<file path="src/rtl/prc_pkg.sv">
// Shared types and constants for the polar/rectangular CORDIC converter.
// Holds the per-stage payload struct, the gain constant and the arctangent table.
package prc_pkg;

    localparam int DATA_W    = 36;     // x/y datapath, 16 fraction bits
    localparam int ANGLE_W   = 34;     // angle accumulator, 2^31 = pi
    localparam int FRAC_BITS = 16;
    localparam int MAX_STAGES = 24;

    localparam logic [29:0] GAIN_Q30 = 30'd652032874;
    localparam logic signed [ANGLE_W-1:0] HALF_TURN    = 34'sd2147483648;
    localparam logic signed [ANGLE_W-1:0] QUARTER_TURN = 34'sd1073741824;

    typedef enum logic
    {
        ACT_TO_POLAR = 1'b0,
        ACT_TO_RECT  = 1'b1
    } action_t;

    // Payload that runs through the CORDIC iterations
    typedef struct packed
    {
        logic                       vec_mode;
        logic                       origin;
        logic signed [DATA_W-1:0]   x;
        logic signed [DATA_W-1:0]   y;
        logic signed [ANGLE_W-1:0]  z;
    } cordic_t;

    // atan(2^-i) as 32-bit binary angle
    function automatic logic [31:0] atan_angle(input int idx);
        logic [31:0] a;
        begin
            case (idx)
                0:       a = 32'd536870912;
                1:       a = 32'd316933406;
                2:       a = 32'd167458907;
                3:       a = 32'd85004756;
                4:       a = 32'd42667331;
                5:       a = 32'd21354465;
                6:       a = 32'd10679838;
                7:       a = 32'd5340245;
                8:       a = 32'd2670163;
                9:       a = 32'd1335087;
                10:      a = 32'd667544;
                11:      a = 32'd333772;
                12:      a = 32'd166886;
                13:      a = 32'd83443;
                14:      a = 32'd41722;
                15:      a = 32'd20861;
                16:      a = 32'd10430;
                17:      a = 32'd5215;
                18:      a = 32'd2608;
                19:      a = 32'd1304;
                20:      a = 32'd652;
                21:      a = 32'd326;
                22:      a = 32'd163;
                23:      a = 32'd81;
                default: a = 32'd0;
            endcase
            return a;
        end
    endfunction

endpackage

</file>
<file path="src/rtl/prc_pre.sv">
// Front end: gain-scaling multiply, then quadrant fold and CORDIC start vector.
// Two register stages with per-stage valid/ready; uses prc_pkg.
module prc_pre
(
    input  logic                        clk,
    input  logic                        rst_n,
    input  logic                        in_valid,
    output logic                        in_ready,
    input  logic                        action,
    input  logic signed [15:0]          coord_x,
    input  logic signed [15:0]          coord_y,
    input  logic [15:0]                 radius_in,
    input  logic signed [15:0]          angle_in,
    output logic                        out_valid,
    input  logic                        out_ready,
    output prc_pkg::cordic_t            out_data
);

    // stage A
    logic                   a_valid_reg;
    logic                   a_ready;
    logic                   a_action_reg;
    logic signed [15:0]     a_cx_reg;
    logic signed [15:0]     a_cy_reg;
    logic signed [15:0]     a_ang_reg;
    logic [45:0]            a_prod_reg;
    logic [45:0]            a_prod_next;

    // stage B
    logic                   b_valid_reg;
    logic                   b_ready;
    prc_pkg::cordic_t       b_data_reg;
    prc_pkg::cordic_t       b_data_next;

    logic signed [prc_pkg::DATA_W-1:0]  vx;
    logic signed [prc_pkg::DATA_W-1:0]  vy;
    logic signed [prc_pkg::DATA_W-1:0]  rx;
    logic signed [prc_pkg::ANGLE_W-1:0] rz;

    assign a_prod_next = 46'(radius_in) * 46'(prc_pkg::GAIN_Q30);

    assign b_ready  = !b_valid_reg || out_ready;
    assign a_ready  = !a_valid_reg || b_ready;
    assign in_ready = a_ready;

    always_ff @(posedge clk or negedge rst_n)
    begin
        if (!rst_n)
        begin
            a_valid_reg <= 1'b0;
        end
        else if (a_ready)
        begin
            a_valid_reg <= in_valid;
        end
    end

    always_ff @(posedge clk)
    begin
        if (a_ready && in_valid)
        begin
            a_action_reg <= action;
            a_cx_reg     <= coord_x;
            a_cy_reg     <= coord_y;
            a_ang_reg    <= angle_in;
            a_prod_reg   <= a_prod_next;
        end
    end

    always_comb
    begin
        vx = {{(prc_pkg::DATA_W-32){a_cx_reg[15]}}, a_cx_reg, 16'd0};
        vy = {{(prc_pkg::DATA_W-32){a_cy_reg[15]}}, a_cy_reg, 16'd0};
        rx = prc_pkg::DATA_W'(a_prod_reg[45:14]);
        rz = {{(prc_pkg::ANGLE_W-32){a_ang_reg[15]}}, a_ang_reg, 16'd0};

        b_data_next.vec_mode = (prc_pkg::action_t'(a_action_reg) == prc_pkg::ACT_TO_POLAR);
        b_data_next.origin   = (a_cx_reg == 16'sd0) && (a_cy_reg == 16'sd0);

        if (prc_pkg::action_t'(a_action_reg) == prc_pkg::ACT_TO_POLAR)
        begin
            // left half plane: turn by pi first
            if (a_cx_reg < 16'sd0)
            begin
                b_data_next.x = -vx;
                b_data_next.y = -vy;
                b_data_next.z = prc_pkg::HALF_TURN;
            end
            else
            begin
                b_data_next.x = vx;
                b_data_next.y = vy;
                b_data_next.z = '0;
            end
        end
        else
        begin
            b_data_next.y = '0;
            if (rz > prc_pkg::QUARTER_TURN)
            begin
                b_data_next.x = -rx;
                b_data_next.z = rz - prc_pkg::HALF_TURN;
            end
            else if (rz < -prc_pkg::QUARTER_TURN)
            begin
                b_data_next.x = -rx;
                b_data_next.z = rz + prc_pkg::HALF_TURN;
            end
            else
            begin
                b_data_next.x = rx;
                b_data_next.z = rz;
            end
        end
    end

    always_ff @(posedge clk or negedge rst_n)
    begin
        if (!rst_n)
        begin
            b_valid_reg <= 1'b0;
        end
        else if (b_ready)
        begin
            b_valid_reg <= a_valid_reg;
        end
    end

    always_ff @(posedge clk)
    begin
        if (b_ready && a_valid_reg)
        begin
            b_data_reg <= b_data_next;
        end
    end

    assign out_valid = b_valid_reg;
    assign out_data  = b_data_reg;

endmodule

</file>
<file path="config.mk">
export PLATFORM = sky130hd
export DESIGN_NAME = prc_pre
export DESIGN_NICKNAME = d
export VERILOG_FILES = /design/src/rtl/prc_pkg.sv /design/src/rtl/prc_pre.sv
export SDC_FILE = /design/constraint.sdc
export NUM_CORES = 1
export LEC_CHECK = 0
export BUFFER_PORTS_ARGS = -buffer_cell sky130_fd_sc_hd__clkbuf_2
export CELL_PAD_IN_SITES_DETAIL_PLACEMENT = 1
export CELL_PAD_IN_SITES_GLOBAL_PLACEMENT = 1
export CORE_UTILIZATION = 25
export CTS_BUF_LIST = sky130_fd_sc_hd__clkbuf_8 sky130_fd_sc_hd__clkbuf_16
export CTS_CLUSTER_SIZE = 16
export DETAILED_ROUTE_END_ITERATION = 12
export PLACE_DENSITY_LB_ADDON = 0.2
export REMOVE_ABC_BUFFERS = 1
export SYNTH_ARGS = -nofsm -noshare
export SYNTH_HDL_FRONTEND = slang
export SYNTH_SLANG_ARGS = --single-unit
</file>
<file path="constraint.sdc">
create_clock -name clk -period 7.81 [get_ports clk]
set_input_delay 0.781 -clock clk [delete_from_list [all_inputs] [get_ports clk]]
set_output_delay 0.781 -clock clk [all_outputs]
set_load 0.02 [all_outputs]
</file>
==> flow_summary.toml <==
[outcome]
run_status = "finished clean"

[logic_synthesis]
synth_seq_area_share_pct = 32.0
synthesis.area_mm2 = 0.0148
post_synth_main_area_contributors = "sky130_fd_sc_hd__edfxtp_1 (32%), sky130_fd_sc_hd__fa_1 (22%), sky130_fd_sc_hd__ha_1 (14%)"
synth_top_area_share_pct = 31.7
synth_cells = 1339
ys_async_rst_share_pct = 1.27
synth.largest_area_cell = "sky130_fd_sc_hd__edfxtp_1"
synth-edff-count = 156
ys.flop_type = "sky130_fd_sc_hd__edfxtp_1"
synth_area_per_cell_um2 = 11.1
synth-seq-cells = 158
post_synth_num_cell_types = 60
ys.warnings.count = 0

[grt]
grt.overflow.total = 0
via_count_of_the_first_global_routing_pass = 10510
groute.usage.overall_pct = 14.1
gr-usage-met3_pct = 2.23
largest_net_degree_at_the_start_of_global_routing = 82
met1_usage_pct = 19.2
grt_pass1_wl_mm = 63.8
grt.met2_usage_pct = 23.6
grt.busiest_layer = "met2"
number_of_antenna_violations_at_the_first_check_in_global_routing = 0

[hold_path]
worst_hold_path_type = "input port to async pin"

[cells_and_area]
diodes = 0
most-common-layout-cells = "sky130_fd_sc_hd__inv_1 (265), sky130_fd_sc_hd__ha_1 (170), sky130_fd_sc_hd__fa_1 (165)"
final_core_util_pct = 29.1
area_growth_syn_to_layout_pct = 14.2
nets = 1886
share_of_post_route_cells_with_drive_strength_above_1_pct = 13.8
most_common_cell_after_layout_fill_and_taps_aside = "sky130_fd_sc_hd__inv_1"
largest_reg_flops = 75
fillCellCount = 6543

[clock_tree]
ctsRootBufferMaster = "sky130_fd_sc_hd__clkbuf_16"
ctsHoldBuffers = 0
cts.repair.resized = 0
cts-buffers-inserted = 17
htreeDepth = 4
clkTransAtPathRegs_ns = 0.07
tritoncts = "done"
clkSinkCount = 158
clk-insertion-delay-late_ns = 0.44
cts_max_path_buffers = 2
cts_post_setup_buffers_inserted = 0

[timing]
worstMarginPinSlew_ns = 1.14
finalSetupViolations = 0
timing_hold_violations_final = 0
layout_min_cycle_time_ns = 6.86
finalCritPeriodShare_pct = 87.9
timing.final.max_slew_violations = 0
hold_slack_ns = 0.111
fmax_mhz = 146
max_slew_margin_pct = 23.9
grt_setup_unrepaired = "false"
clock-skew-final_ns = 0.0144
final_layout_setup_total_negative_slack_ns = 0

[setup_path]
timing.critical_path.mode_cell = "sky130_fd_sc_hd__fa_1"
timing.critical_path.required_ns = 8.00
critical-path-max-stage-delay_ns = 0.69
path_cells = "clkbuf_2 -> ha_1 -> inv_1 -> fa_1 -> fa_1 -> inv_1 -> fa_1 -> fa_1 -> inv_1 -> fa_1 -> inv_1 -> ha_1 -> nand2_1 -> o21ai_0 -> or3_1 -> a21oi_4 -> o31ai_2 -> a211o_4 -> a2111oi_4 -> a211oi_2"
cp_data_arrival_time_ns = 7.05
worst_setup_path_start_kind = "input port"
cpMaxStageDelayCell = "sky130_fd_sc_hd__fa_1"
critical_path_peak_fanout = 8
setup.worst_path.end_class = "flip-flop"
path_class = "input port to flip-flop"
critical_path_buf_inv_count = 5
critical_path.top_delay_family = "adder cells"

[route]
wl_per_cell_um = 18.6
drtAntennaViolNets = 0
dr.first_iter.drc_count = 333
drt_first_pass_iters = 4
detail_route.vias_per_cell = 4.27
routed_wl_mm = 42.0
routed-via-count = 9649
remaining_drc_errors = 0

[floorplan]
floorplan.initialDensity_pct = 25.5
floorplan.die.width_um = 245
rows = 88
floorplan.die_area_mm2 = 0.0602
die_height_um = 245
ioPinCount = 179
placeableCoreArea_mm2 = 0.0581

[place]
detailedPlacementHpwl_mm = 35.7
gp_congestion = 0.854
io_buffer_count = 146

[flow_run]
max-cap-violations = 0
per-layer routing:
metal,part of all wire (%),vias up
met2,47,160
met5,0,-
met1,48,4792
li1,-,4670
met3,3.7,27
met4,1.1,0
final cells by class:
class	count	area, um^2	share of cell area, %
clock inverter	15	174	1.03
inverter	265	995	5.88
timing repair buffer	152	776	4.59
multi-input combinational	888	8840	52.3
tap	765	957	5.66
sequential	158	4730	28.0
clock buffer	17	425	2.52
through the flow:
step / worst slack, ns / cells / instance area (um^2)
after floorplan: 1.55 / 1311 / 14600
after global placement: 0.445 / 2228 / 16300
after detailed placement: 0.457 / 2228 / 16300
after CTS: 0.930 / 2260 / 16900
after global routing: 0.595 / 2260 / 16900
final: 0.946 / 2260 / 16900
cells by family (layout without fill, tap and decap cells):
family | Yosys count | count (layout) | synth area share [%]
other | 1 | 32 | 0.0253
multiplexers | 3 | 3 | 0.203
AND/OR/NAND/NOR | 241 | 241 | 8.36
XOR/XNOR | 93 | 93 | 5.50
adder cells (fa/ha/maj) | 335 | 335 | 36.7
AO/OA/AOI/OAI | 184 | 184 | 8.16
buffers and inverters | 324 | 449 | 9.06
flip-flops | 158 | 158 | 32.0
Yosys cell counts (2+ instances only):
library cell	instances
sky130_fd_sc_hd__nand3_1	6
sky130_fd_sc_hd__o21bai_1	3
sky130_fd_sc_hd__fa_1	165
sky130_fd_sc_hd__o22ai_1	2
sky130_fd_sc_hd__o21ai_0	40
sky130_fd_sc_hd__nor2_1	69
sky130_fd_sc_hd__a31oi_1	7
sky130_fd_sc_hd__edfxtp_1	156
sky130_fd_sc_hd__nand2_1	48
sky130_fd_sc_hd__or3_1	12
sky130_fd_sc_hd__inv_1	265
sky130_fd_sc_hd__buf_1	2
sky130_fd_sc_hd__a21o_1	15
sky130_fd_sc_hd__mux2i_1	3
sky130_fd_sc_hd__xor2_1	46
sky130_fd_sc_hd__or2_2	7
sky130_fd_sc_hd__or4_1	8
sky130_fd_sc_hd__and2_1	21
sky130_fd_sc_hd__ha_1	170
sky130_fd_sc_hd__xnor2_1	47
sky130_fd_sc_hd__a211oi_1	6
sky130_fd_sc_hd__nor4_1	7
sky130_fd_sc_hd__dfrtp_1	2
sky130_fd_sc_hd__nor2b_1	7
sky130_fd_sc_hd__clkbuf_1	23
sky130_fd_sc_hd__o21ai_1	2
sky130_fd_sc_hd__nand3b_1	3
sky130_fd_sc_hd__and4_1	5
sky130_fd_sc_hd__o211ai_1	3
sky130_fd_sc_hd__nand2b_1	15
sky130_fd_sc_hd__a21oi_1	66
sky130_fd_sc_hd__nand4_1	11
sky130_fd_sc_hd__buf_4	33
sky130_fd_sc_hd__a21oi_4	2
sky130_fd_sc_hd__o41ai_1	9
sky130_fd_sc_hd__o21a_1	4
sky130_fd_sc_hd__nor3_1	12
sky130_fd_sc_hd__o31ai_1	11
sky130_fd_sc_hd__and3_1	5
path summary, 6_finish.rpt:
path / end / from / cells past startpoint / slack, ns
max in group asynchronous: a_valid_reg / rst_n / 1 / 7.60
setup / recovery: a_prod_reg[39] / radius_in[8] / 20 / 0.95
hold reg to reg: out_valid / a_valid_reg / 1 / 0.50
setup reg to reg: out_data[98] / a_prod_reg[18] / 7 / 4.82
min in group clk: out_valid / a_valid_reg / 1 / 0.50
hold / removal: out_valid / rst_n / 1 / 0.11
Power is not shown: default switching activity piles up to over one toggle a cycle in this logic, so the estimate is an artifact.
