$ cat config.mk
export PLATFORM = sky130hd
export DESIGN_NAME = prc_post
export DESIGN_NICKNAME = d
export VERILOG_FILES = /design/src/rtl/prc_pkg.sv /design/src/rtl/prc_post.sv
export SDC_FILE = /design/constraint.sdc
export NUM_CORES = 1
export LEC_CHECK = 0
export BUFFER_PORTS_ARGS = -buffer_cell sky130_fd_sc_hd__buf_2
export CAP_MARGIN = 10
export CORE_MARGIN = 2
export CORE_UTILIZATION = 65
export DETAILED_ROUTE_END_ITERATION = 8
export PLACE_DENSITY = 0.9
export SLEW_MARGIN = 40
export SYNTH_ARGS = -nofsm -noshare
export SYNTH_HDL_FRONTEND = slang
export SYNTH_SLANG_ARGS = --single-unit
$ cat constraint.sdc
create_clock -name clk -period 4.35 [get_ports clk]
set_clock_uncertainty 0.2 [all_clocks]
set_input_delay 0.435 -clock clk [delete_from_list [all_inputs] [get_ports clk]]
set_output_delay 0.435 -clock clk [all_outputs]
set_load 0.02 [all_outputs]
$ cat src/rtl/prc_pkg.sv
// Shared types and constants for the polar/rectangular CORDIC converter.
// Holds the per-stage payload struct, the gain constant and the arctangent table.
package prc_pkg;

    localparam int DATA_W    = 36;     // x/y datapath, 16 fraction bits
    localparam int ANGLE_W   = 34;     // angle accumulator, 2^31 = pi
    localparam int FRAC_BITS = 16;
    localparam int MAX_STAGES = 24;

    localparam logic [29:0] GAIN_Q30 = 30'd652032874;
    localparam logic signed [ANGLE_W-1:0] HALF_TURN    = 34'sd2147483648;
    localparam logic signed [ANGLE_W-1:0] QUARTER_TURN = 34'sd1073741824;

    typedef enum logic
    {
        ACT_TO_POLAR = 1'b0,
        ACT_TO_RECT  = 1'b1
    } action_t;

    // Payload that runs through the CORDIC iterations
    typedef struct packed
    {
        logic                       vec_mode;
        logic                       origin;
        logic signed [DATA_W-1:0]   x;
        logic signed [DATA_W-1:0]   y;
        logic signed [ANGLE_W-1:0]  z;
    } cordic_t;

    // atan(2^-i) as 32-bit binary angle
    function automatic logic [31:0] atan_angle(input int idx);
        logic [31:0] a;
        begin
            case (idx)
                0:       a = 32'd536870912;
                1:       a = 32'd316933406;
                2:       a = 32'd167458907;
                3:       a = 32'd85004756;
                4:       a = 32'd42667331;
                5:       a = 32'd21354465;
                6:       a = 32'd10679838;
                7:       a = 32'd5340245;
                8:       a = 32'd2670163;
                9:       a = 32'd1335087;
                10:      a = 32'd667544;
                11:      a = 32'd333772;
                12:      a = 32'd166886;
                13:      a = 32'd83443;
                14:      a = 32'd41722;
                15:      a = 32'd20861;
                16:      a = 32'd10430;
                17:      a = 32'd5215;
                18:      a = 32'd2608;
                19:      a = 32'd1304;
                20:      a = 32'd652;
                21:      a = 32'd326;
                22:      a = 32'd163;
                23:      a = 32'd81;
                default: a = 32'd0;
            endcase
            return a;
        end
    endfunction

endpackage

$ cat src/rtl/prc_post.sv
// Back end: gain multiply of the vector length and rounding of the rotated
// point, then final rounding, saturation and output register; uses prc_pkg.
module prc_post
(
    input  logic                clk,
    input  logic                rst_n,
    input  logic                in_valid,
    output logic                in_ready,
    input  prc_pkg::cordic_t    in_data,
    output logic                out_valid,
    input  logic                out_ready,
    output logic [15:0]         radius_out,
    output logic signed [15:0]  angle_out,
    output logic signed [16:0]  x_out,
    output logic signed [16:0]  y_out
);

    localparam logic signed [20:0] SAT_HI = 21'sd65535;
    localparam logic signed [20:0] SAT_LO = -21'sd65535;

    // stage C
    logic                   c_valid_reg;
    logic                   c_ready;
    logic                   c_vec_reg;
    logic                   c_origin_reg;
    logic [62:0]            c_prod_reg;
    logic [62:0]            c_prod_next;
    logic signed [15:0]     c_ang_reg;
    logic signed [15:0]     c_ang_next;
    logic signed [16:0]     c_rx_reg;
    logic signed [16:0]     c_rx_next;
    logic signed [16:0]     c_ry_reg;
    logic signed [16:0]     c_ry_next;

    // stage D (output register)
    logic                   d_valid_reg;
    logic                   d_ready;
    logic [15:0]            d_rad_reg;
    logic [15:0]            d_rad_next;
    logic signed [15:0]     d_ang_reg;
    logic signed [16:0]     d_x_reg;
    logic signed [16:0]     d_y_reg;

    logic [32:0]                        xmag;
    logic [31:0]                        zr;
    logic signed [prc_pkg::DATA_W:0]    xr;
    logic signed [prc_pkg::DATA_W:0]    yr;
    logic signed [20:0]                 xq;
    logic signed [20:0]                 yq;
    logic [62:0]                        rsum;

    always_comb
    begin
        // negative length cannot occur for a real vector, clamp anyway
        xmag        = in_data.x[prc_pkg::DATA_W-1] ? 33'd0 : in_data.x[32:0];
        c_prod_next = 63'(xmag) * 63'(prc_pkg::GAIN_Q30);

        zr          = in_data.z[31:0] + 32'd32768;
        c_ang_next  = zr[31:16];

        xr = (prc_pkg::DATA_W+1)'(in_data.x) + (prc_pkg::DATA_W+1)'(32768);
        yr = (prc_pkg::DATA_W+1)'(in_data.y) + (prc_pkg::DATA_W+1)'(32768);
        xq = 21'(xr >>> prc_pkg::FRAC_BITS);
        yq = 21'(yr >>> prc_pkg::FRAC_BITS);
        c_rx_next = (xq > SAT_HI) ? 17'(SAT_HI) : ((xq < SAT_LO) ? 17'(SAT_LO) : 17'(xq));
        c_ry_next = (yq > SAT_HI) ? 17'(SAT_HI) : ((yq < SAT_LO) ? 17'(SAT_LO) : 17'(yq));
    end

    assign d_ready  = !d_valid_reg || out_ready;
    assign c_ready  = !c_valid_reg || d_ready;
    assign in_ready = c_ready;

    always_ff @(posedge clk or negedge rst_n)
    begin
        if (!rst_n)
        begin
            c_valid_reg <= 1'b0;
        end
        else if (c_ready)
        begin
            c_valid_reg <= in_valid;
        end
    end

    always_ff @(posedge clk)
    begin
        if (c_ready && in_valid)
        begin
            c_vec_reg    <= in_data.vec_mode;
            c_origin_reg <= in_data.origin;
            c_prod_reg   <= c_prod_next;
            c_ang_reg    <= c_ang_next;
            c_rx_reg     <= c_rx_next;
            c_ry_reg     <= c_ry_next;
        end
    end

    always_comb
    begin
        rsum       = c_prod_reg + 63'(64'd1 << 45);
        d_rad_next = (rsum[62:46] > 17'd65535) ? 16'hFFFF : rsum[61:46];
    end

    always_ff @(posedge clk or negedge rst_n)
    begin
        if (!rst_n)
        begin
            d_valid_reg <= 1'b0;
        end
        else if (d_ready)
        begin
            d_valid_reg <= c_valid_reg;
        end
    end

    always_ff @(posedge clk)
    begin
        if (d_ready && c_valid_reg)
        begin
            if (c_vec_reg)
            begin
                d_rad_reg <= c_origin_reg ? 16'd0 : d_rad_next;
                d_ang_reg <= c_origin_reg ? 16'sd0 : c_ang_reg;
                d_x_reg   <= '0;
                d_y_reg   <= '0;
            end
            else
            begin
                d_rad_reg <= '0;
                d_ang_reg <= '0;
                d_x_reg   <= c_rx_reg;
                d_y_reg   <= c_ry_reg;
            end
        end
    end

    assign out_valid  = d_valid_reg;
    assign radius_out = d_rad_reg;
    assign angle_out  = d_ang_reg;
    assign x_out      = d_x_reg;
    assign y_out      = d_y_reg;

endmodule

==> insert_results.sql <==
INSERT INTO impl_metrics (metric_group, metric, value, unit) VALUES
('run_status', 'outcome', 'complete, but fails checks', ''),
('run_status', 'violations', 'DRC, setup timing', ''),
('synth', 'syn-cell-area', '0.0256', 'sq mm'),
('synth', 'netlist.top_cell.by_area', 'sky130_fd_sc_hd__fa_1', ''),
('floorplan', 'core_area', '0.0387', 'sq mm'),
('timing', 'worst-slew-pin-transition', '1450', 'ps'),
('setup_path', 'worstPathMaxFanout', '14', ''),
('cells_and_area', 'nNetsFinal', '4010', ''),
('timing', 'report.final.slew_viol_count', '0', ''),
('setup_path', 'critical_path_buf_inv_count', '12', ''),
('place', 'place.port_buffers', '147', ''),
('cts', 'clock_tree_root', 'sky130_fd_sc_hd__clkbuf_16', ''),
('timing', 'timing.final.crit_period', '8810', 'ps'),
('global_route', 'gr_util_met1', '48.8', '%'),
('setup_path', 'critical-path-slowest-cell', 'sky130_fd_sc_hd__o21ai_0', ''),
('cells_and_area', 'fill_cells', '1862', ''),
('detailed_routing', 'drc', '7', ''),
('timing', 'finalCritPeriodShare', '203', '%'),
('global_route', 'first_global_vias', '23700', ''),
('timing', 'timing.fmax', '0.113', 'GHz'),
('place', 'routabilityCongestion', '1.04', ''),
('detailed_routing', 'route.detailed.wl_per_inst', '25.7', 'um'),
('floorplan', 'die-width', '202', 'um'),
('timing', 'report.final.hold_viol_count', '0', ''),
('cts', 'worst_setup_hold_path_clk_slew', '70', 'ps'),
('cells_and_area', 'largest_register_ffs', '18', ''),
('setup_path', 'critical_path.most_common_cell', 'sky130_fd_sc_hd__inv_1', ''),
('synth', 'synthDistinctLibCells', '82', ''),
('synth', 'commonest_register_cell_after_synthesis', 'sky130_fd_sc_hd__edfxtp_1', ''),
('setup_path', 'endpoint_kind', 'flip-flop', ''),
('cells_and_area', 'stdcell_area', '0.0326', 'sq mm'),
('global_route', 'grt_overflow_total', '0', ''),
('cts', 'cts_htree_levels', '4', ''),
('detailed_routing', 'antenna_left', '0', ''),
('global_route', 'groute.layer.met3.usage', '9.74', '%'),
('global_route', 'antenna_found_initial', '14', ''),
('cts', 'tritoncts_clock_tree', 'done', ''),
('synth', 'postSynthAreaPerCell', '10.2', 'sq um'),
('cells_and_area', 'post_layout_cell_count', '3619', ''),
('floorplan', 'io_pins', '180', ''),
('setup_path', 'cpLargestDelayFamily', 'adder cells', ''),
('place', 'place_worst_setup_slack', '-3660', 'ps'),
('place', 'half_perimeter_wire_length_after_placement', '65000', 'um'),
('timing', 'worst_slew_margin_rel', '2.26', '%'),
('timing', 'timing.final.ws_setup', '-4460', 'ps'),
('synth', 'synth.top_cell.area_share', '36.3', '%'),
('cts', 'tritoncts_num_sinks', '138', ''),
('synth', 'synthesis.instances', '2508', ''),
('place', 'detailed_place.area', '0.0302', 'sq mm'),
('synth', 'synth-seq-area-share', '16.2', '%'),
('synth', 'synth_edf_count', '136', ''),
('place', 'dp_cells', '3500', ''),
('setup_path', 'critical_path_arrival', '8790', 'ps'),
('floorplan', 'die_height', '202', 'um'),
('cells_and_area', 'layout_overhead_on_the_synthesized_area', '27.5', '%'),
('synth', 'synth_warnings', '0', ''),
('timing', 'rsz_0062_raised_after_global_routing', 'true', ''),
('detailed_routing', 'route.vias.total', '22300', ''),
('synth', 'synth.net_count', '3440', ''),
('global_route', 'grt_start_max_net_pins', '49', ''),
('worst_hold_path', 'worstHoldPathType', 'primary input to flip-flop', ''),
('timing', 'smallest_hold_slack', '63.3', 'ps'),
('cts', 'numCtsBuffers', '17', ''),
('detailed_routing', 'first_iter_violations', '2407', ''),
('global_route', 'grt_pass1_wl', '128000', 'um'),
('synth', 'async_reset_ff_share', '1.45', '%'),
('timing', 'finalSetupViolations', '18', ''),
('cells_and_area', 'drive_above_1_share', '29.8', '%'),
('floorplan', 'floorplan.initialDensity', '66.0', '%'),
('global_route', 'grtUsageMet2', '69.8', '%'),
('synth', 'synth-seq-cells', '138', '');
[final cells by class]
cell class / count / area (sq um) / area share, %
Inverter: 755 / 2890 / 8.87
Clock inverter: 13 / 156 / 0.480
Tap cell: 518 / 648 / 1.99
Antenna cell: 10 / 25.0 / 0.0767
Multi-Input combinational cell: 1576 / 19900 / 61.0
Sequential cell: 138 / 4130 / 12.7
Timing Repair Buffer: 590 / 4420 / 13.5
Clock buffer: 19 / 443 / 1.36
[stage by stage]
step	utilization (%)	setup TNS (ps)
floorplan	-	-48990
CTS	82.0	-45880
finish	84.2	-61990
detailed placement	77.9	-62550
global route	84.2	-62890
global placement	77.9	-60750
[routing by layer]
layer | vias up | share of wire (%)
met2 | 1847 | 46
met5 | - | 0.16
met1 | 10700 | 32
met3 | 792 | 12
met4 | 10 | 10
li1 | 8966 | -
[worst paths after layout]
check / slack (ps) / cells past startpoint / start / endpoint
worst max-delay path: -4460 / 30 / in_data[105] / c_prod_reg[57]
worst min-delay path: 60 / 2 / in_valid / c_valid_reg
worst max register to register: 1630 / 6 / c_prod_reg[47] / radius_out[10]
worst min register to register: 310 / 1 / c_ang_reg[4] / angle_out[4]
max in group asynchronous: 3720 / 2 / rst_n / c_valid_reg
min in group asynchronous: 120 / 2 / rst_n / out_valid
[cells by family (layout without fill, tap and decap cells)]
family                     after synthesis  after routing  share of synthesized area [%]
adders and majority gates              820            820                           53.7
buffers and inverters                  794           1377                           11.7
and+or+nand+nor                        409            409                           8.95
AOI/OAI and AO/OA                      249            249                           6.07
DFF                                    138            138                           16.2
xor gates and xnor gates                97             97                           3.32
muxes                                    1              1                         0.0391
other                                    0             10                              0
[cell usage after synthesis (13+ instances only)]
cell type	instances
sky130_fd_sc_hd__o21bai_1	13
sky130_fd_sc_hd__a21o_1	27
sky130_fd_sc_hd__nand2_1	71
sky130_fd_sc_hd__nand3_1	44
sky130_fd_sc_hd__a21oi_1	79
sky130_fd_sc_hd__and2_1	31
sky130_fd_sc_hd__o21ai_1	13
sky130_fd_sc_hd__clkbuf_1	30
sky130_fd_sc_hd__and3_1	18
sky130_fd_sc_hd__nand2b_1	29
sky130_fd_sc_hd__o21ai_0	55
sky130_fd_sc_hd__fa_1	464
sky130_fd_sc_hd__xnor2_1	53
sky130_fd_sc_hd__edfxtp_1	136
sky130_fd_sc_hd__ha_1	356
sky130_fd_sc_hd__nor2b_1	54
sky130_fd_sc_hd__inv_1	755
sky130_fd_sc_hd__xor2_1	44
sky130_fd_sc_hd__nand4_1	22
sky130_fd_sc_hd__nor2_1	66
sky130_fd_sc_hd__nor3_1	23
[worst register-to-register path: stages (launching register included)]
cell	delay [ps]
sky130_fd_sc_hd__edfxtp_1	460
sky130_fd_sc_hd__and3_1	240
sky130_fd_sc_hd__nand3_1	170
sky130_fd_sc_hd__nor2_1	300
sky130_fd_sc_hd__nand3_1	240
sky130_fd_sc_hd__xor2_2	630
sky130_fd_sc_hd__a21oi_1	190
[placed cells by master (no fill, tap or decap), types with 42 or more instances in the layout]
cell and n:
sky130_fd_sc_hd__fa_1 429, sky130_fd_sc_hd__nand2_1 65, sky130_fd_sc_hd__ha_1 296, sky130_fd_sc_hd__inv_1 695, sky130_fd_sc_hd__xnor2_1 52, sky130_fd_sc_hd__inv_2 47, sky130_fd_sc_hd__a21oi_1 60, sky130_fd_sc_hd__buf_2 146
sky130_fd_sc_hd__edfxtp_1 136, sky130_fd_sc_hd__ha_4 53, sky130_fd_sc_hd__xor2_1 43, sky130_fd_sc_hd__buf_4 388, sky130_fd_sc_hd__nand3_1 42, sky130_fd_sc_hd__nor2_1 59
[repair_timing]
item,4_1_cts,5_1_grt
pin swaps,62,132
gates cloned,2,0
resized for setup,137,151
endpoints found under the setup margin,18,18
hold buffers,3,0
setup buffers,55,31
endpoints found under the hold margin,4,0
Power is not shown: default switching activity piles up to over one toggle a cycle in this logic, so the estimate is an artifact.
