`src/rtl/prc_pkg.sv`:
```
// Shared types and constants for the polar/rectangular CORDIC converter.
// Holds the per-stage payload struct, the gain constant and the arctangent table.
package prc_pkg;

    localparam int DATA_W    = 36;     // x/y datapath, 16 fraction bits
    localparam int ANGLE_W   = 34;     // angle accumulator, 2^31 = pi
    localparam int FRAC_BITS = 16;
    localparam int MAX_STAGES = 24;

    localparam logic [29:0] GAIN_Q30 = 30'd652032874;
    localparam logic signed [ANGLE_W-1:0] HALF_TURN    = 34'sd2147483648;
    localparam logic signed [ANGLE_W-1:0] QUARTER_TURN = 34'sd1073741824;

    typedef enum logic
    {
        ACT_TO_POLAR = 1'b0,
        ACT_TO_RECT  = 1'b1
    } action_t;

    // Payload that runs through the CORDIC iterations
    typedef struct packed
    {
        logic                       vec_mode;
        logic                       origin;
        logic signed [DATA_W-1:0]   x;
        logic signed [DATA_W-1:0]   y;
        logic signed [ANGLE_W-1:0]  z;
    } cordic_t;

    // atan(2^-i) as 32-bit binary angle
    function automatic logic [31:0] atan_angle(input int idx);
        logic [31:0] a;
        begin
            case (idx)
                0:       a = 32'd536870912;
                1:       a = 32'd316933406;
                2:       a = 32'd167458907;
                3:       a = 32'd85004756;
                4:       a = 32'd42667331;
                5:       a = 32'd21354465;
                6:       a = 32'd10679838;
                7:       a = 32'd5340245;
                8:       a = 32'd2670163;
                9:       a = 32'd1335087;
                10:      a = 32'd667544;
                11:      a = 32'd333772;
                12:      a = 32'd166886;
                13:      a = 32'd83443;
                14:      a = 32'd41722;
                15:      a = 32'd20861;
                16:      a = 32'd10430;
                17:      a = 32'd5215;
                18:      a = 32'd2608;
                19:      a = 32'd1304;
                20:      a = 32'd652;
                21:      a = 32'd326;
                22:      a = 32'd163;
                23:      a = 32'd81;
                default: a = 32'd0;
            endcase
            return a;
        end
    endfunction

endpackage

```
`src/rtl/prc_stage.sv`:
```
// One CORDIC micro-rotation by atan(2^-SHIFT), registered, with valid/ready.
// Vectoring drives y toward zero, rotation drives z toward zero; uses prc_pkg.
module prc_stage
#(
    parameter int SHIFT = 0
)
(
    input  logic                clk,
    input  logic                rst_n,
    input  logic                in_valid,
    output logic                in_ready,
    input  prc_pkg::cordic_t    in_data,
    output logic                out_valid,
    input  logic                out_ready,
    output prc_pkg::cordic_t    out_data
);

    localparam logic signed [prc_pkg::ANGLE_W-1:0] STEP_ANGLE =
        prc_pkg::ANGLE_W'(prc_pkg::atan_angle(SHIFT));

    logic                       valid_reg;
    prc_pkg::cordic_t           data_reg;
    prc_pkg::cordic_t           data_next;
    logic signed [prc_pkg::DATA_W-1:0] xs;
    logic signed [prc_pkg::DATA_W-1:0] ys;
    logic                       ccw;

    always_comb
    begin
        xs  = in_data.x >>> SHIFT;
        ys  = in_data.y >>> SHIFT;
        ccw = in_data.vec_mode ? in_data.y[prc_pkg::DATA_W-1] : !in_data.z[prc_pkg::ANGLE_W-1];

        data_next          = in_data;
        if (ccw)
        begin
            data_next.x = in_data.x - ys;
            data_next.y = in_data.y + xs;
            data_next.z = in_data.z - STEP_ANGLE;
        end
        else
        begin
            data_next.x = in_data.x + ys;
            data_next.y = in_data.y - xs;
            data_next.z = in_data.z + STEP_ANGLE;
        end
    end

    assign in_ready = !valid_reg || out_ready;

    always_ff @(posedge clk or negedge rst_n)
    begin
        if (!rst_n)
        begin
            valid_reg <= 1'b0;
        end
        else if (in_ready)
        begin
            valid_reg <= in_valid;
        end
    end

    always_ff @(posedge clk)
    begin
        if (in_ready && in_valid)
        begin
            data_reg <= data_next;
        end
    end

    assign out_valid = valid_reg;
    assign out_data  = data_reg;

endmodule

```
`config.mk`:
```
export PLATFORM = sky130hd
export DESIGN_NAME = prc_stage
export DESIGN_NICKNAME = d
export VERILOG_FILES = /design/src/rtl/prc_pkg.sv /design/src/rtl/prc_stage.sv
export SDC_FILE = /design/constraint.sdc
export NUM_CORES = 1
export LEC_CHECK = 0
export ABC_AREA = 1
export BUFFER_PORTS_ARGS = -buffer_cell sky130_fd_sc_hd__buf_2
export CORE_MARGIN = 2
export CORE_UTILIZATION = 40
export CTS_CLUSTER_DIAMETER = 100
export CTS_CLUSTER_SIZE = 25
export DETAILED_ROUTE_END_ITERATION = 10
export MAX_ROUTING_LAYER = met4
export PLACE_DENSITY = 0.62
export REMOVE_ABC_BUFFERS = 1
export SETUP_SLACK_MARGIN = 0.15
export SLEW_MARGIN = 10
export SYNTH_ARGS = -nofsm -noshare
export SYNTH_HDL_FRONTEND = slang
export SYNTH_SLANG_ARGS = --single-unit
```
`constraint.sdc`:
```
create_clock -name clk -period 14.8 [get_ports clk]
set_clock_uncertainty 0.2 [all_clocks]
set_input_delay 0 -clock clk [delete_from_list [all_inputs] [get_ports clk]]
set_output_delay 0 -clock clk [all_outputs]
set_load 0.02 [all_outputs]
```
==> run metrics, run 1 <==
first-pass GRT wire length a little over 60 mm; Starting DRT DRC Count between 900 and 1,000; placed inst area ~13,000 um2; clock root cell clkbuf_16; Placement Rows 61; Non-Filler Instances 2,347; Unique masters post-synth 39; Mean Syn Cell Area between 6 and 7 um2; Critical Path Stages 11; Core Region approximately 28,000 um2; vias in the first global route around 11,000; Top Family by Delay on Critical Path buffers and inverters; crit path buf inv count 6; Worst EP required ~15 ns; Die Y about 170 um; Post-Synth XOR/XNOR Area under 10%; hpwl dp roughly 33 mm; crit-path cells dlygate4sd3_1 > buf_2 > nand2_1 > o21ai_4 > inv_2 > buf_4 > nor2_1 > a21oi_1 > dlygate4sd3_1 > xor2_1 > dlygate4sd3_1; initial antenna violation count 2; Starting Density approximately two fifths; Post-Synthesis Cells 1,723; Critical Path Sink Type flip-flop; grt ovf 0; setup_tns 0 ns; TritonCTS clock tree yes; final core area utilization between 40% and 50%; worst slew pin tran slightly above 0.8 ns; main combinational cell family by area after synthesis simple AND/OR/NAND/NOR gates; drt total wl about 40 mm; post-synthesis compound-gate area fraction 11.3%; worst setup path startpoint in_data[107]; ranking of synthesized cells by area edfxtp_1 (28%), nand2_1 (17%), ha_1 (12%), inv_1 (9.5%), nand3_1 (6.4%); Post-synth EDFFs between 100 and 150; DR vias roughly 12,000; Tmin final about 3.3 ns; final number of setup-violating endpoints 0; CTS HTree Levels 3; Avg WL per Cell approximately 17 um; Post-synth top cells nand2_1 (521), inv_1 (288), nand3_1 (145), nor2_1 (145), a21oi_1 (128); nets about 2,200; clk slew on worst S/H paths about 0.09 ns; worst r2r dst out_data[107]; slowest cell on the critical path dlygate4sd3_1; Synth area leader edfxtp_1; Die Width 173 um; Clock Latency Late Sink 0.36 ns; reg2reg setup slack approximately 13 ns; Die Footprint about 30,000 um2; pin count of the biggest net entering global routing 65; PD cells 80.5 nW/um2; ratio of final minimum period to clock period between 20% and 30%; CP Launch Type input port; Max-Cap Viols 0; leak pwr 0.00702 uW; CTS Sinks approximately 110; Filler Cell Count approximately 3,000; antenna viol nets, final 0; Vias/cell ~5.1; critical path's largest stage delay roughly 0.57 ns; max-slew violation count 0; most instantiated library cell after synthesis nand2_1; critical path capture point out_data[33]; maximum VDD drop between 0.04 and 0.05 mV; post-synth top area share between 20 and 30%; CP dominant cell by count dlygate4sd3_1; RSZ-0062 raised after global routing no; Design Area, Final ~14,000 um2; Worst slew margin between 40% and 50%; Max Buffers Root-to-Sink 2; fmax slightly above 300 MHz; share of cells above drive strength 1 about 14%; CTS buffer count 9; Total GRT Usage 27.0%; Post-Synth Adder-Cell Area 13.0%; Pre-Repair DR Iteration Count 5; ys async rst share less than 1%; placed cell count around 2,300; Main synth FF type edfxtp_1; Ports between 200 and 250; Seq/Total Area, Yosys between 20 and 30%; Worst Path Arrival about 3.2 ns; Layout area overhead 18.5%; synthesized area 11,400 um2; IO Port Bufs around 220; worst hold path class input port to flip-flop; #FFs+latches synth ~110; DRC 0; post-CTS setup buffer count 0; Crit Path Category input port to flip-flop; simple-gate area share of the yosys netlist between 30% and 40%; critical path fanouts, max 37; Final Hold Fails 0; R2R cell count 2; yosys warns 0; Final GP Congestion 0.999; multiplexer share of the synthesized area 0%; status finished clean; Critical R2R Launch out_valid
-- cell families after synthesis --
kind of cell,Yosys count
AND/OR/NAND/NOR,878
buffers and inverters,337
AO/OA/AOI/OAI,245
adder cells (fa/ha/maj),116
flip-flops,108
XOR/XNOR,39
-- worst reg2reg max path, delay by kind of cell, from the launching register on --
kind,cells,cell delay (ns)
flops,1,0.42
compound gates,1,0.16
buf+inv,1,0.64
-- cell usage in the layout (no fill, tap or decap), types with 3 or more instances in the layout --
master | netlist | routed
clkbuf_16 | 0 | 9
inv_1 | 288 | 288
nand4_1 | 9 | 9
o21bai_1 | 15 | 15
nand3_2 | 4 | 4
edfxtp_1 | 107 | 107
ha_1 | 112 | 112
nor3_1 | 15 | 15
a21oi_1 | 128 | 127
buf_4 | 24 | 5
nand3_1 | 145 | 145
buf_2 | 8 | 221
o21ai_0 | 78 | 78
nand2_2 | 10 | 10
inv_2 | 3 | 3
nor2_2 | 9 | 9
xor2_1 | 36 | 36
a31oi_1 | 3 | 3
nand3b_1 | 3 | 3
o21ai_2 | 3 | 3
o21ai_1 | 11 | 10
xnor2_1 | 3 | 3
nand2_1 | 521 | 521
dlygate4sd3_1 | 0 | 48
and2_1 | 9 | 9
fa_1 | 4 | 4
nor2_1 | 145 | 145
-- per-layer routing --
layer | part of all wire [%] | GRT usage (%) | vias up
met3 | 5.9 | 3.34 | 52
li1 | - | - | 5941
met2 | 45 | 42.2 | 401
met4 | 2.3 | 7.56 | 0
met5 | 0 | - | -
met1 | 47 | 36.7 | 5503
-- metrics by stage --
stage	setup slack [ns]	hold slack, ns	total power, uW
after floorplan	8.31	-0.496	686
after global placement	12.23	-0.424	829
after detailed placement	12.18	-0.421	831
after CTS	11.56	0.0368	1090
after global routing	11.34	0.0729	1160
final	11.52	0.0424	1090
-- state kept, by name, summed over array words and instances (netlist names) --
register and flops:
out_data 107, out_valid 1
-- repair_timing --
item                       4_1_cts  5_1_grt
hold endpoints to repair        43        0
resized for setup                0        0
hold buffers                    48        0
setup endpoints to repair        0        0
-- how the worst min path moves through the flow --
stage / from / endpoint / slack [ns] / depth (start not counted)
2_1_floorplan: rst_n / out_valid / -0.50 / 0
3_5_place_dp: rst_n / out_valid / -0.42 / 1
4_1_cts: in_data[69] / out_data[105] / 0.04 / 6
5_1_grt: in_data[69] / out_data[69] / 0.07 / 6
6_report: in_data[69] / out_data[105] / 0.04 / 6
3_3_place_gp: rst_n / out_valid / -0.42 / 1
-- area by class of cell --
| class | instances | area (um2) | area share [%] |
|---|---|---|---|
| clock buffers | 12 | 246 | 1.82 |
| clock inverters | 4 | 32.5 | 0.241 |
| flip-flops and latches | 108 | 3240 | 23.9 |
| well taps | 378 | 473 | 3.50 |
| repair buffers | 274 | 1620 | 12.0 |
| inverters | 291 | 1090 | 8.08 |
| multi-input cells | 1278 | 6810 | 50.4 |
| diodes | 2 | 5.00 | 0.0370 |
-- report_power, final --
group | internal, uW | switching, uW
logic | 144 | 314
registers | 377 | 6.99
clock network | 120 | 126
(Power assumes the default switching activity.)
==> inputs of run 2 (changes only) <==
--- a/config.mk
+++ b/config.mk
@@ -5,7 +5,7 @@
 export SDC_FILE = /design/constraint.sdc
 export NUM_CORES = 1
 export LEC_CHECK = 0
-export ABC_AREA = 1
+export ABC_AREA = 0
 export BUFFER_PORTS_ARGS = -buffer_cell sky130_fd_sc_hd__buf_2
 export CORE_MARGIN = 2
 export CORE_UTILIZATION = 40
@@ -13,7 +13,7 @@
 export CTS_CLUSTER_SIZE = 25
 export DETAILED_ROUTE_END_ITERATION = 10
 export MAX_ROUTING_LAYER = met4
-export PLACE_DENSITY = 0.62
+export PLACE_DENSITY = 0.66
 export REMOVE_ABC_BUFFERS = 1
 export SETUP_SLACK_MARGIN = 0.15
 export SLEW_MARGIN = 10
==> constraint.sdc (replaced) <==
create_clock -name clk -period 2.8 [get_ports clk]
set_clock_uncertainty 0.2 [all_clocks]
set_input_delay 0 -clock clk [delete_from_list [all_inputs] [get_ports clk]]
set_output_delay 0 -clock clk [all_outputs]
set_load 0.02 [all_outputs]
==> run metrics, run 2 <==
status finished, violations left; violated checks setup timing; critical path's largest stage delay around 0.54 ns; share of cells above drive strength 1 a little under two fifths; ratio of final minimum period to clock period 103%; Avg WL per Cell approximately 18 um; ys async rst share less than 1%; Total GRT Usage 26.6%; leak pwr ~0.0066 uW; nets approximately 1,800; Starting DRT DRC Count a little under 700; Critical Path Sink Type flip-flop; Worst Path Arrival around 2.8 ns; Max Buffers Root-to-Sink 2; maximum VDD drop 0.262 mV; max-slew violation count 0; Seq/Total Area, Yosys 33.8%; drt total wl between 30 and 40 mm; Post-synth top cells a21oi_1 (126), inv_1 (113), ha_1 (112), edfxtp_1 (107), nor2_1 (82); Die Footprint roughly 25,000 um2; DRC 0; most instantiated library cell after synthesis a21oi_1; Placement Rows 56; post-synth top area share around 34%; Core Region ~23,000 um2; yosys warns 0; pin count of the biggest net entering global routing 79; critical path fanouts, max 3; CTS HTree Levels 3; #FFs+latches synth about 110; worst slew pin tran just under 0.6 ns; vias in the first global route approximately 9,900; Post-Synthesis Cells ~1,100; Starting Density 40.8%; grt ovf 0; FF/Latch Area 3240 um2; Worst slew margin between 60 and 70%; Die Y approximately 160 um; Pre-Repair DR Iteration Count 5; commonest non-fill, non-tap cell in the layout buf_4; Final Hold Fails 0; RSZ-0062 raised after global routing yes; Main synth FF type edfxtp_1; DR vias around 10,000; ranking of synthesized cells by area edfxtp_1 (34%), ha_1 (15%), a21oi_1 (6.6%), xnor2_1 (5.9%), inv_1 (4.4%); first-pass GRT wire length roughly 52 mm; Post-synth EDFFs around 110; final number of setup-violating endpoints 8; initial antenna violation count 1; hpwl dp about 26 mm; reg2reg setup slack between 1 and 1.5 ns; slowest cell on the critical path or4_4; CP Launch Type input port; Tmin final 2.89 ns; hold_ws between 0.02 and 0.03 ns; Unique masters post-synth 70; Crit Path Category input port to flip-flop; clk slew on worst S/H paths 0.09 ns; PD cells 440 nW/um2; Top Family by Delay on Critical Path simple AND/OR/NAND/NOR gates; Synth area leader edfxtp_1; dpl ws -0.682 ns; Worst EP required 2.72 ns; Layout area overhead 48.4%; most frequent cells in the layout buf_4 (266), buf_2 (216), a21oi_1 (116); CTS Sinks between 100 and 150; Die Width 159 um; max reg flops 107; IO Port Bufs 221; crit path buf inv count 2; Clock Latency Late Sink approximately 0.35 ns; Ports ~220; clock root cell clkbuf_16; Mean Syn Cell Area 8.82 um2; crit-path cells buf_6 > inv_4 > ha_4 > or4_4 > or3_1 > a21o_1 > and4b_2 > o31a_1 > or3_4 > o31ai_4 > mux2i_1 > xnor2_1; fmax about 350 MHz; Multi-input gate area just over 6000 um2; setup_tns -0.473 ns; synthesized area 9580 um2; Tot Pwr 6250 uW; Vias/cell 5.31; worst hold path class input port to flip-flop; CTS buffer count 9; final core area utilization between 60 and 70%; Max-Cap Viols 0; TritonCTS clock tree yes; antenna viol nets, final 0; Final GP Congestion approximately 0.94; fin worst setup slack -0.0927 ns; Filler Cell Count about 2,000
## run 2: path summary, 6_finish.rpt
check | start | cells after the start | end
max | in_data[40] | 12 | out_data[67]
min | in_data[89] | 4 | out_data[89]
max reg2reg | out_valid | 3 | out_data[47]
min reg2reg | out_valid | 3 | out_data[8]
max in group asynchronous | rst_n | 3 | out_valid
min in group asynchronous | rst_n | 3 | out_valid
## run 2: cells by family after synthesis
family	share of synthesized area, %
AOI/OAI and AO/OA	23.9
and+or+nand+nor	12.0
buffers and inverters	6.32
adders and majority gates	15.5
DFF	33.8
xor gates and xnor gates	6.68
muxes	1.89
## run 2: worst min-delay path: stages
cell     delay (ns)
buf_2          0.11
ha_4           0.15
buf_4          0.12
xnor2_1        0.11
## run 2: final cells by class
| class | count | share of cell area (%) |
|---|---|---|
| inverters | 116 | 3.10 |
| clock inverters | 7 | 0.555 |
| flip-flops and latches | 108 | 22.8 |
| clock buffers | 9 | 1.58 |
| well taps | 319 | 2.81 |
| diodes | 1 | 0.0176 |
| multi-input cells | 818 | 43.2 |
| repair buffers | 537 | 26.0 |
## run 2: metal layers
layer | GRT usage (%) | routed length (um) | share of wire (%)
met5 | - | 0 | 0
met4 | 9.34 | 1040 | 3.1
met3 | 3.11 | 1960 | 5.8
met2 | 43.8 | 16000 | 47
met1 | 33.9 | 14900 | 44
## run 2: report_power, final
part | total (uW) | switching (uW) | internal (uW) | leakage, uW
Combinational | 2820 | 1570 | 1250 | 0.00539
Clock | 1350 | 715 | 638 | 0.000148
Sequential | 2080 | 46.0 | 2030 | 0.00103
Total | 6250 | 2330 | 3920 | 0.00657
## run 2: timing repair
item / 4_1_cts / 5_1_grt
hold buffers: 42 / 0
buffers inserted: 5 / 6
setup endpoints to repair: 19 / 27
gates resized for setup: 30 / 59
pin swaps: 19 / 20
endpoints found under the hold margin: 40 / 0
## run 2: stage by stage
stage / area (um2) / cells
2_1_floorplan: 9410 / 1042
3_3_place_gp: 13000 / 1845
3_5_place_dp: 13000 / 1845
4_1_cts: 13900 / 1908
5_1_grt: 14200 / 1915
6_report: 14200 / 1915
